**src/rtl/core/assert_macros.svh**
```systemverilog
// ----------------------------------------------------------------------------
// Assertion macros
// Shared concurrent assertion wrappers, clocked on clk and held off in reset.
// ----------------------------------------------------------------------------
`ifndef ASSERT_MACROS_SVH
`define ASSERT_MACROS_SVH

// Check that prop holds on every clock edge outside reset.
`define ASSERT_ALWAYS(label, prop, msg) \
  label: assert property (@(posedge clk) disable iff (rst) (prop)) else $error(msg);

// Check that cons holds in the cycle after ante.
`define ASSERT_NEXT(label, ante, cons, msg) \
  label: assert property (@(posedge clk) disable iff (rst) (ante) |=> (cons)) \
    else $error(msg);

`endif

```
**src/rtl/core/cfd_pkg.sv**
```systemverilog
// ----------------------------------------------------------------------------
// Frame deframer package
// Shared types, codes and the byte-wise CRC-32 update.
// ----------------------------------------------------------------------------
package cfd_pkg;

  localparam int LEN_WIDTH  = 32;
  localparam int HDR_BYTES  = 20;
  localparam int HDR_CNT_W  = 5;
  localparam int CMP_W      = 33;
  localparam int CRC_BYTES  = 4;

  localparam logic [31:0] CRC_POLY = 32'hEDB88320;
  localparam logic [31:0] CRC_INIT = 32'hFFFFFFFF;

  localparam logic [31:0] MAGIC_RESET   = 32'd827608659;
  localparam logic [7:0]  VERSION_RESET = 8'd1;
  localparam logic [31:0] MAXLEN_RESET  = 32'd65536;

  localparam logic [1:0] REG_MAGIC   = 2'd0;
  localparam logic [1:0] REG_VERSION = 2'd1;
  localparam logic [1:0] REG_MAXLEN  = 2'd2;

  localparam logic [1:0] PH_HEADER  = 2'd0;
  localparam logic [1:0] PH_PAYLOAD = 2'd1;
  localparam logic [1:0] PH_CRC     = 2'd2;
  localparam logic [1:0] PH_UNUSED  = 2'd3;

  localparam logic [1:0] KIND_HEADER  = 2'd0;
  localparam logic [1:0] KIND_PAYLOAD = 2'd1;
  localparam logic [1:0] KIND_END     = 2'd2;

  localparam logic [2:0] ST_OK          = 3'd0;
  localparam logic [2:0] ST_BAD_MAGIC   = 3'd1;
  localparam logic [2:0] ST_BAD_VERSION = 3'd2;
  localparam logic [2:0] ST_TOO_LARGE   = 3'd3;
  localparam logic [2:0] ST_CRC_BAD     = 3'd4;

  typedef struct packed {
    logic [31:0] magic_word;
    logic [7:0]  expected_version;
    logic [31:0] max_payload_len;
  } cfg_t;

  typedef struct packed {
    logic [1:0]  kind;
    logic [2:0]  status;
    logic [7:0]  packet_type;
    logic [15:0] frame_flags;
    logic [63:0] handle;
    logic [31:0] payload_length;
    logic [7:0]  payload_byte;
    logic        last;
  } res_t;

  function automatic logic [31:0] crc32_byte(input logic [31:0] crc_in,
                                             input logic [7:0] data);
    logic [31:0] c;
    c = crc_in ^ {24'd0, data};
    for (int k = 0; k < 8; k++) begin
      c = c[0] ? (CRC_POLY ^ (c >> 1)) : (c >> 1);
    end
    return c;
  endfunction

endpackage

```
**src/rtl/core/cfd_parser.sv**
```systemverilog
// ----------------------------------------------------------------------------
// Frame parser
// Header gather and checks, payload pass-through, CRC-32 track and compare.
// ----------------------------------------------------------------------------
`include "assert_macros.svh"

module cfd_parser import cfd_pkg::*; (
  input  logic       clk,
  input  logic       rst,
  input  cfg_t       cfg,
  input  logic       accept,
  input  logic [7:0] rx_byte,
  output logic       res_valid,
  output res_t       res
);

  logic [1:0]           phase, phase_next;
  logic [LEN_WIDTH-1:0] byte_count, byte_count_next;
  logic [31:0]          running_crc, running_crc_next;
  logic [31:0]          magic_seen, magic_seen_next;
  logic [7:0]           version_seen, version_seen_next;
  logic [7:0]           type_seen, type_seen_next;
  logic [15:0]          flags_seen, flags_seen_next;
  logic [63:0]          handle_seen, handle_seen_next;
  logic [31:0]          length_seen, length_seen_next;
  logic [31:0]          received_crc, received_crc_next;

  logic [HDR_CNT_W-1:0] hdr_idx;
  logic [LEN_WIDTH:0]   cnt_inc;
  logic [31:0]          crc_upd;
  logic [2:0]           hdr_status;
  logic [1:0]           res_kind;
  logic [2:0]           res_status;
  logic [7:0]           res_pbyte;

  assign crc_upd = crc32_byte(running_crc, rx_byte);
  assign cnt_inc = {1'b0, byte_count} + {{LEN_WIDTH{1'b0}}, 1'b1};
  assign hdr_idx = (byte_count >= LEN_WIDTH'(HDR_BYTES)) ? '0
                                                         : byte_count[HDR_CNT_W-1:0];

  always_comb begin
    phase_next        = phase;
    byte_count_next   = byte_count;
    running_crc_next  = running_crc;
    magic_seen_next   = magic_seen;
    version_seen_next = version_seen;
    type_seen_next    = type_seen;
    flags_seen_next   = flags_seen;
    handle_seen_next  = handle_seen;
    length_seen_next  = length_seen;
    received_crc_next = received_crc;
    hdr_status        = ST_OK;
    res_valid         = 1'b0;
    res_kind          = KIND_HEADER;
    res_status        = ST_OK;
    res_pbyte         = 8'd0;
    case (phase)
      PH_PAYLOAD: begin
        running_crc_next = crc_upd;
        byte_count_next  = cnt_inc[LEN_WIDTH-1:0];
        if (CMP_W'(cnt_inc) >= CMP_W'(length_seen)) begin
          phase_next        = PH_CRC;
          byte_count_next   = '0;
          received_crc_next = '0;
        end
        res_valid = 1'b1;
        res_kind  = KIND_PAYLOAD;
        res_pbyte = rx_byte;
      end
      PH_CRC: begin
        received_crc_next[8*byte_count[1:0] +: 8] = rx_byte;
        byte_count_next = cnt_inc[LEN_WIDTH-1:0];
        if (CMP_W'(cnt_inc) >= CMP_W'(CRC_BYTES)) begin
          res_valid         = 1'b1;
          res_kind          = KIND_END;
          res_status        = ((running_crc ^ CRC_INIT) == received_crc_next) ? ST_OK
                                                                              : ST_CRC_BAD;
          phase_next        = PH_HEADER;
          byte_count_next   = '0;
          running_crc_next  = CRC_INIT;
          received_crc_next = '0;
        end
      end
      default: begin
        phase_next       = PH_HEADER;
        running_crc_next = crc_upd;
        if (hdr_idx < HDR_CNT_W'(4)) begin
          magic_seen_next[8*hdr_idx[1:0] +: 8] = rx_byte;
        end else if (hdr_idx == HDR_CNT_W'(4)) begin
          version_seen_next = rx_byte;
        end else if (hdr_idx == HDR_CNT_W'(5)) begin
          type_seen_next = rx_byte;
        end else if (hdr_idx < HDR_CNT_W'(8)) begin
          flags_seen_next[8*hdr_idx[0] +: 8] = rx_byte;
        end else if (hdr_idx < HDR_CNT_W'(16)) begin
          handle_seen_next[8*hdr_idx[2:0] +: 8] = rx_byte;
        end else begin
          length_seen_next[8*hdr_idx[1:0] +: 8] = rx_byte;
        end
        byte_count_next = LEN_WIDTH'(hdr_idx + HDR_CNT_W'(1));
        if (hdr_idx == HDR_CNT_W'(HDR_BYTES - 1)) begin
          if (magic_seen_next != cfg.magic_word) begin
            hdr_status = ST_BAD_MAGIC;
          end else if (version_seen_next != cfg.expected_version) begin
            hdr_status = ST_BAD_VERSION;
          end else if ((length_seen_next > cfg.max_payload_len) ||
                       (|(length_seen_next >> LEN_WIDTH))) begin
            hdr_status = ST_TOO_LARGE;
          end
          res_valid         = 1'b1;
          byte_count_next   = '0;
          received_crc_next = '0;
          if (hdr_status != ST_OK) begin
            res_kind         = KIND_END;
            res_status       = hdr_status;
            running_crc_next = CRC_INIT;
          end else begin
            res_kind   = KIND_HEADER;
            phase_next = (length_seen_next == 32'd0) ? PH_CRC : PH_PAYLOAD;
          end
        end
      end
    endcase
  end

  always_comb begin
    res.kind           = res_kind;
    res.status         = res_status;
    res.packet_type    = type_seen_next;
    res.frame_flags    = flags_seen_next;
    res.handle         = handle_seen_next;
    res.payload_length = length_seen_next;
    res.payload_byte   = res_pbyte;
    res.last           = (res_kind == KIND_END);
  end

  always_ff @(posedge clk) begin
    if (rst) begin
      phase        <= PH_HEADER;
      byte_count   <= '0;
      running_crc  <= CRC_INIT;
      magic_seen   <= '0;
      version_seen <= '0;
      type_seen    <= '0;
      flags_seen   <= '0;
      handle_seen  <= '0;
      length_seen  <= '0;
      received_crc <= '0;
    end else if (accept) begin
      phase        <= phase_next;
      byte_count   <= byte_count_next;
      running_crc  <= running_crc_next;
      magic_seen   <= magic_seen_next;
      version_seen <= version_seen_next;
      type_seen    <= type_seen_next;
      flags_seen   <= flags_seen_next;
      handle_seen  <= handle_seen_next;
      length_seen  <= length_seen_next;
      received_crc <= received_crc_next;
    end
  end

  `ASSERT_ALWAYS(a_phase_reachable, phase != PH_UNUSED, "parser entered unused phase")
  `ASSERT_ALWAYS(a_payload_count, (phase != PH_PAYLOAD) ||
                 (CMP_W'(byte_count) < CMP_W'(length_seen)), "payload count overran length")
  `ASSERT_ALWAYS(a_crc_count, (phase != PH_CRC) || (byte_count < LEN_WIDTH'(CRC_BYTES)),
                 "crc byte count overran")

endmodule

```
**src/rtl/core/crc32_frame_deframer.sv**
```systemverilog
// ----------------------------------------------------------------------------
// CRC-32 frame deframer
// Parses length-prefixed frames from a byte stream and checks the CRC-32.
// ----------------------------------------------------------------------------
// Each result is registered, in the output register or, when stalled, in the skid.
// Throughput: one byte per cycle while in_stall is low; the parser updates in a single pass per byte.
// A two-entry output stage (register plus skid) absorbs one result of stall.
// Reset: synchronous; parser returns to header hunt, registers take defaults.
`include "assert_macros.svh"

module crc32_frame_deframer import cfd_pkg::*; (
  input  logic        clk,
  input  logic        rst,
  input  logic        cfg_write,
  input  logic [1:0]  cfg_index,
  input  logic [31:0] cfg_data,
  input  logic        in_valid,
  output logic        in_stall,
  input  logic [7:0]  rx_byte,
  output logic        out_valid,
  input  logic        out_stall,
  output logic [1:0]  kind,
  output logic [2:0]  status,
  output logic [7:0]  packet_type,
  output logic [15:0] frame_flags,
  output logic [63:0] handle,
  output logic [31:0] payload_length,
  output logic [7:0]  payload_byte,
  output logic        last
);

  cfg_t cfg;
  logic accept;
  logic res_valid;
  res_t res;
  res_t out_word;
  res_t skid_word;
  logic skid_valid;
  logic out_free;

  always_ff @(posedge clk) begin
    if (rst) begin
      cfg.magic_word       <= MAGIC_RESET;
      cfg.expected_version <= VERSION_RESET;
      cfg.max_payload_len  <= MAXLEN_RESET;
    end else if (cfg_write) begin
      case (cfg_index)
        REG_MAGIC:   cfg.magic_word       <= cfg_data;
        REG_VERSION: cfg.expected_version <= cfg_data[7:0];
        REG_MAXLEN:  cfg.max_payload_len  <= cfg_data;
        default: ;
      endcase
    end
  end

  assign in_stall = skid_valid;
  assign accept   = in_valid && !skid_valid;
  assign out_free = !out_valid || !out_stall;

  cfd_parser u_parser (
    .clk       (clk),
    .rst       (rst),
    .cfg       (cfg),
    .accept    (accept),
    .rx_byte   (rx_byte),
    .res_valid (res_valid),
    .res       (res)
  );

  // advance from skid first, otherwise take the new result; hold when stalled
  always_ff @(posedge clk) begin
    if (rst) begin
      out_valid  <= 1'b0;
      skid_valid <= 1'b0;
    end else if (out_free) begin
      if (skid_valid) begin
        out_valid  <= 1'b1;
        skid_valid <= 1'b0;
      end else begin
        out_valid <= accept && res_valid;
      end
    end else if (accept && res_valid) begin
      skid_valid <= 1'b1;
    end
  end

  always_ff @(posedge clk) begin
    if (out_free) begin
      out_word <= skid_valid ? skid_word : res;
    end
    if (!out_free && !skid_valid) begin
      skid_word <= res;
    end
  end

  assign kind           = out_word.kind;
  assign status         = out_word.status;
  assign packet_type    = out_word.packet_type;
  assign frame_flags    = out_word.frame_flags;
  assign handle         = out_word.handle;
  assign payload_length = out_word.payload_length;
  assign payload_byte   = out_word.payload_byte;
  assign last           = out_word.last;

  `ASSERT_ALWAYS(a_skid_behind_out, !skid_valid || out_valid, "skid holds word with empty output")
  `ASSERT_NEXT(a_skid_drains, skid_valid && !out_stall, !skid_valid, "skid failed to drain")

endmodule
```
**config.mk**
```make
export PLATFORM = sky130hd
export DESIGN_NAME = crc32_frame_deframer
export DESIGN_NICKNAME = d
export VERILOG_FILES = /design/src/rtl/core/cfd_pkg.sv /design/src/rtl/core/cfd_parser.sv /design/src/rtl/core/crc32_frame_deframer.sv
export VERILOG_INCLUDE_DIRS = /design/src /design/src/rtl/core
export SDC_FILE = /design/constraint.sdc
export NUM_CORES = 1
export LEC_CHECK = 0
export ABC_AREA = 1
export BUFFER_PORTS_ARGS = -buffer_cell sky130_fd_sc_hd__buf_4
export CORE_ASPECT_RATIO = 0.9
export CORE_MARGIN = 2
export CORE_UTILIZATION = 57
export CTS_BUF_LIST = sky130_fd_sc_hd__clkbuf_4 sky130_fd_sc_hd__clkbuf_8
export DETAILED_ROUTE_END_ITERATION = 12
export HOLD_SLACK_MARGIN = 0.03
export PLACE_DENSITY_LB_ADDON = 0.25
export SLEW_MARGIN = 20
export SYNTH_ARGS = -nofsm -noshare
export SYNTH_HDL_FRONTEND = slang
export SYNTH_SLANG_ARGS = --single-unit
export TNS_END_PERCENT = 5
```
**constraint.sdc**
```tcl
create_clock -name clk -period 12.25 [get_ports clk]
set_input_delay 1.8375 -clock clk [delete_from_list [all_inputs] [get_ports clk]]
set_output_delay 1.8375 -clock clk [all_outputs]
set_load 0.03 [all_outputs]
```
==> run summary <==
outcome -> complete, no violations
Yosys top cell by area -> edfxtp_1
Initial Util -> 57.8%
Layout Cells excl Fill -> 4866
CTS tree -> built
Synth Register Bits -> 600
worst hold path class -> reg2reg
Worst Setup Slack, final -> 5.93 ns
post-synthesis mux area share -> 0%
dpl cell area -> 32300 um2
Final Hold Viols -> 0
syn nets -> 4111
Final min period -> 6.32 ns
RSZ-0062 raised after global routing -> false
hpwl dp -> 63100 um
number of inserted diodes -> 0
First-pass DRT Iterations -> 7
Max transition margin -> 24.4%
Required @ worst endpoint -> 12.70 ns
Synth Area in Adders -> 3.18%
CTS H-tree depth -> 3
Clock Pin Slew Worst Setup and Hold Paths -> 0.06 ns
via count -> 27404
first-pass GRT wire length -> 141000 um
vias in the first global route -> 24391
Worst-Margin Slew -> 1.13 ns
Synth Flop Type -> dfxtp_1
Pwr Density -> 159 nW/um2
Setup Skew -> 0.0306 ns
num ports -> 183
total chip power -> 5.47 mW
Post-Route WL -> 90700 um
ranking of synthesized cells by area -> edfxtp_1 (26%), dfxtp_1 (22%), nand2_1 (13%)
Post-Syn Area -> 30700 um2
clock latency on the worst-skew pair -> 0.73 ns
Static Leak -> 15.7 nW
Final Setup Violations -> 0
share of layout cells above drive strength 1 -> 10.7%
CTS Sinks -> 600
share of the clock period used by the worst path -> 51.6%
cts bufs inserted -> 96
Die Y -> 224 um
CP endpoint kind -> flip-flop
via-per-instance ratio -> 5.63
Synth Area per Inst -> 7.69 um2
Post-Synth XOR/XNOR Area -> 2.85%
die width -> 249 um
simple-gate share of the synthesized area -> 23.0%
pin count of the biggest net entering global routing -> 103
Post-layout nets -> 4217
worst-path maximum fanout -> 35
Max VDD drop -> 0.103 mV
Area Growth Syn to Fin -> 12.1%
IO buf count -> 182
EDFF count, synth -> 268
drt wl/cell -> 18.6 um
hold bufs inserted after CTS -> 0
Syn Inst Count -> 3986
worst-case clock buffer depth -> 3
CP Data Arrival Time -> 6.77 ns
Max Freq -> 0.158 GHz
Seq/Total Area, Yosys -> 47.9%
Synth Warn # -> 0
cell count after placement -> 4691
final-report max-slew violation count -> 0
Setup Fix Bufs, Post-CTS -> 0
Synth top area share -> 26.2%
crit start category -> flip-flop
post-route cell area -> 34400 um2
R2R depth -> 25
Unique masters post-synth -> 52
Synth Area in Compound Gates -> 14.2%
Hold Crit Depth -> 2
clk root buf -> clkbuf_8
initial antenna violation count -> 0
grt ovf -> 0
Final ANT Viol Nets -> 0
initial DRC count -> 3528
Setup TNS Final -> 0 ns
Routability Congestion -> 0.992
GR Util All Layers -> 31.9%
Post-synth ARST share -> 0%
critical path class -> reg2reg
DRC -> 0
MaxCap Viol Count -> 0
row cnt -> 80
die area -> 55700 um2
Final Util -> 64.8%
CTS resizes -> 0
Setup WS pre-CTS -> 6.17 ns
largest family of logic cells by synthesized area -> simple AND/OR/NAND/NOR gates
Hold WS -> 0.463 ns
core box area -> 53100 um2
==> cells in the mapped netlist (all sizes together) (2+ instances only) <==
library cell  number
or3                2
o21a               9
clkinv             5
nand2           1046
o31ai              8
nand4             82
ha                78
xor2              71
a31oi              4
a211oi             2
buf               56
and2               4
o21ai            442
nor2             263
dfxtp            332
edfxtp           268
o221ai             2
a21oi            335
clkbuf           147
or2               24
nand3            195
nor4              13
o2111ai            2
o21bai             6
inv              485
nand3b            10
nor3b              4
o211ai            18
nor3              35
a21o               5
xnor2             28
==> routing by layer <==
metal  global-route usage (%)  part of all wire [%]
met2                     47.6                    43
met5                        0                     0
met3                     5.51                   9.5
met4                     9.95                   2.9
met1                     47.2                    44
==> layout by cell type, fill, tap and decap left out, types with 3 or more instances in the layout <==
cell / n
clkbuf_8: 107
inv_1: 477
buf_4: 211
o21a_1: 9
o21bai_1: 6
a21oi_1: 335
nand2_2: 11
ha_1: 78
o21ai_1: 34
a31oi_1: 4
clkinv_2: 7
nor2_2: 7
dfxtp_1: 331
clkinvlp_4: 3
inv_2: 6
o211ai_1: 18
inv_12: 3
o31ai_1: 7
nor4_1: 13
nand4_1: 80
xnor2_1: 27
o21ai_0: 406
and2_1: 4
xor2_1: 71
bufinv_16: 4
nand2_4: 3
nand3b_1: 10
nor3_1: 33
or2_2: 24
nand2_1: 1032
nor2_1: 253
clkbuf_4: 38
edfxtp_1: 268
clkinv_1: 16
nor3b_1: 4
a21o_1: 5
nand3_1: 193
==> sequential cells by signal (all words and copies together), names as in the netlist, 2 cells and up <==
register and count:
u_parser.running_crc 32, skid_word 134, u_parser.type_seen 8, u_parser.flags_seen 16, payload_byte 8, packet_type 8
payload_length 32, kind 2, u_parser.received_crc 32, u_parser.magic_seen 32, u_parser.length_seen 32, frame_flags 16
u_parser.phase 2, u_parser.version_seen 8, status 3, u_parser.handle_seen 64, u_parser.byte_count 32, cfg 72
handle 64
==> critical path: stages, from the launching register on <==
cell	delay, ns
dfxtp_1	0.37
nor2_1	0.11
nand2_1	0.06
nor2_1	0.17
nand2_1	0.16
nor2_8	0.34
nand2_2	0.44
ha_1	0.82
inv_1	0.46
nor3_1	0.52
nand3_1	0.13
and2_1	0.19
inv_1	0.07
ha_1	0.23
a21oi_1	0.14
o21ai_0	0.12
a21oi_1	0.24
o21ai_0	0.13
nand3_1	0.09
a32oi_1	0.14
nor2_1	0.24
nand3_1	0.17
nand2_4	0.38
nand2_1	0.13
nand3_1	0.10
nand2_1	0.06
==> worst paths after layout <==
check,startpoint,endpoint,slack [ns]
hold / removal,u_parser.received_crc[5],u_parser.received_crc[5],0.46
setup reg to reg,u_parser.byte_count[13],last,5.93
setup / recovery,u_parser.byte_count[13],last,5.93
hold reg to reg,u_parser.received_crc[5],u_parser.received_crc[5],0.46
==> layout make-up <==
class,instances,area (um2)
Fill cell,4706,18700
Sequential cell,600,14700
Multi-Input combinational cell,2693,13300
Inverter,490,1840
Clock buffer,145,1760
Timing Repair Buffer,211,1580
Tap cell,697,872
Clock inverter,30,297
==> where the power goes <==
part,leakage [nW],switching (mW),internal (mW)
registers,5.53,0.0965,2.27
logic,9.10,0.860,0.403
clock network,1.08,0.831,1.01
==> kinds of logic (layout without fill, tap and decap cells) <==
kind of cell,after synthesis,after routing
xor+xnor,99,99
simple gates,1680,1680
flops,600,600
fa+ha+maj,78,78
compound gates,836,836
buf+inv,693,876
Power figures use the tool's default switching activity.
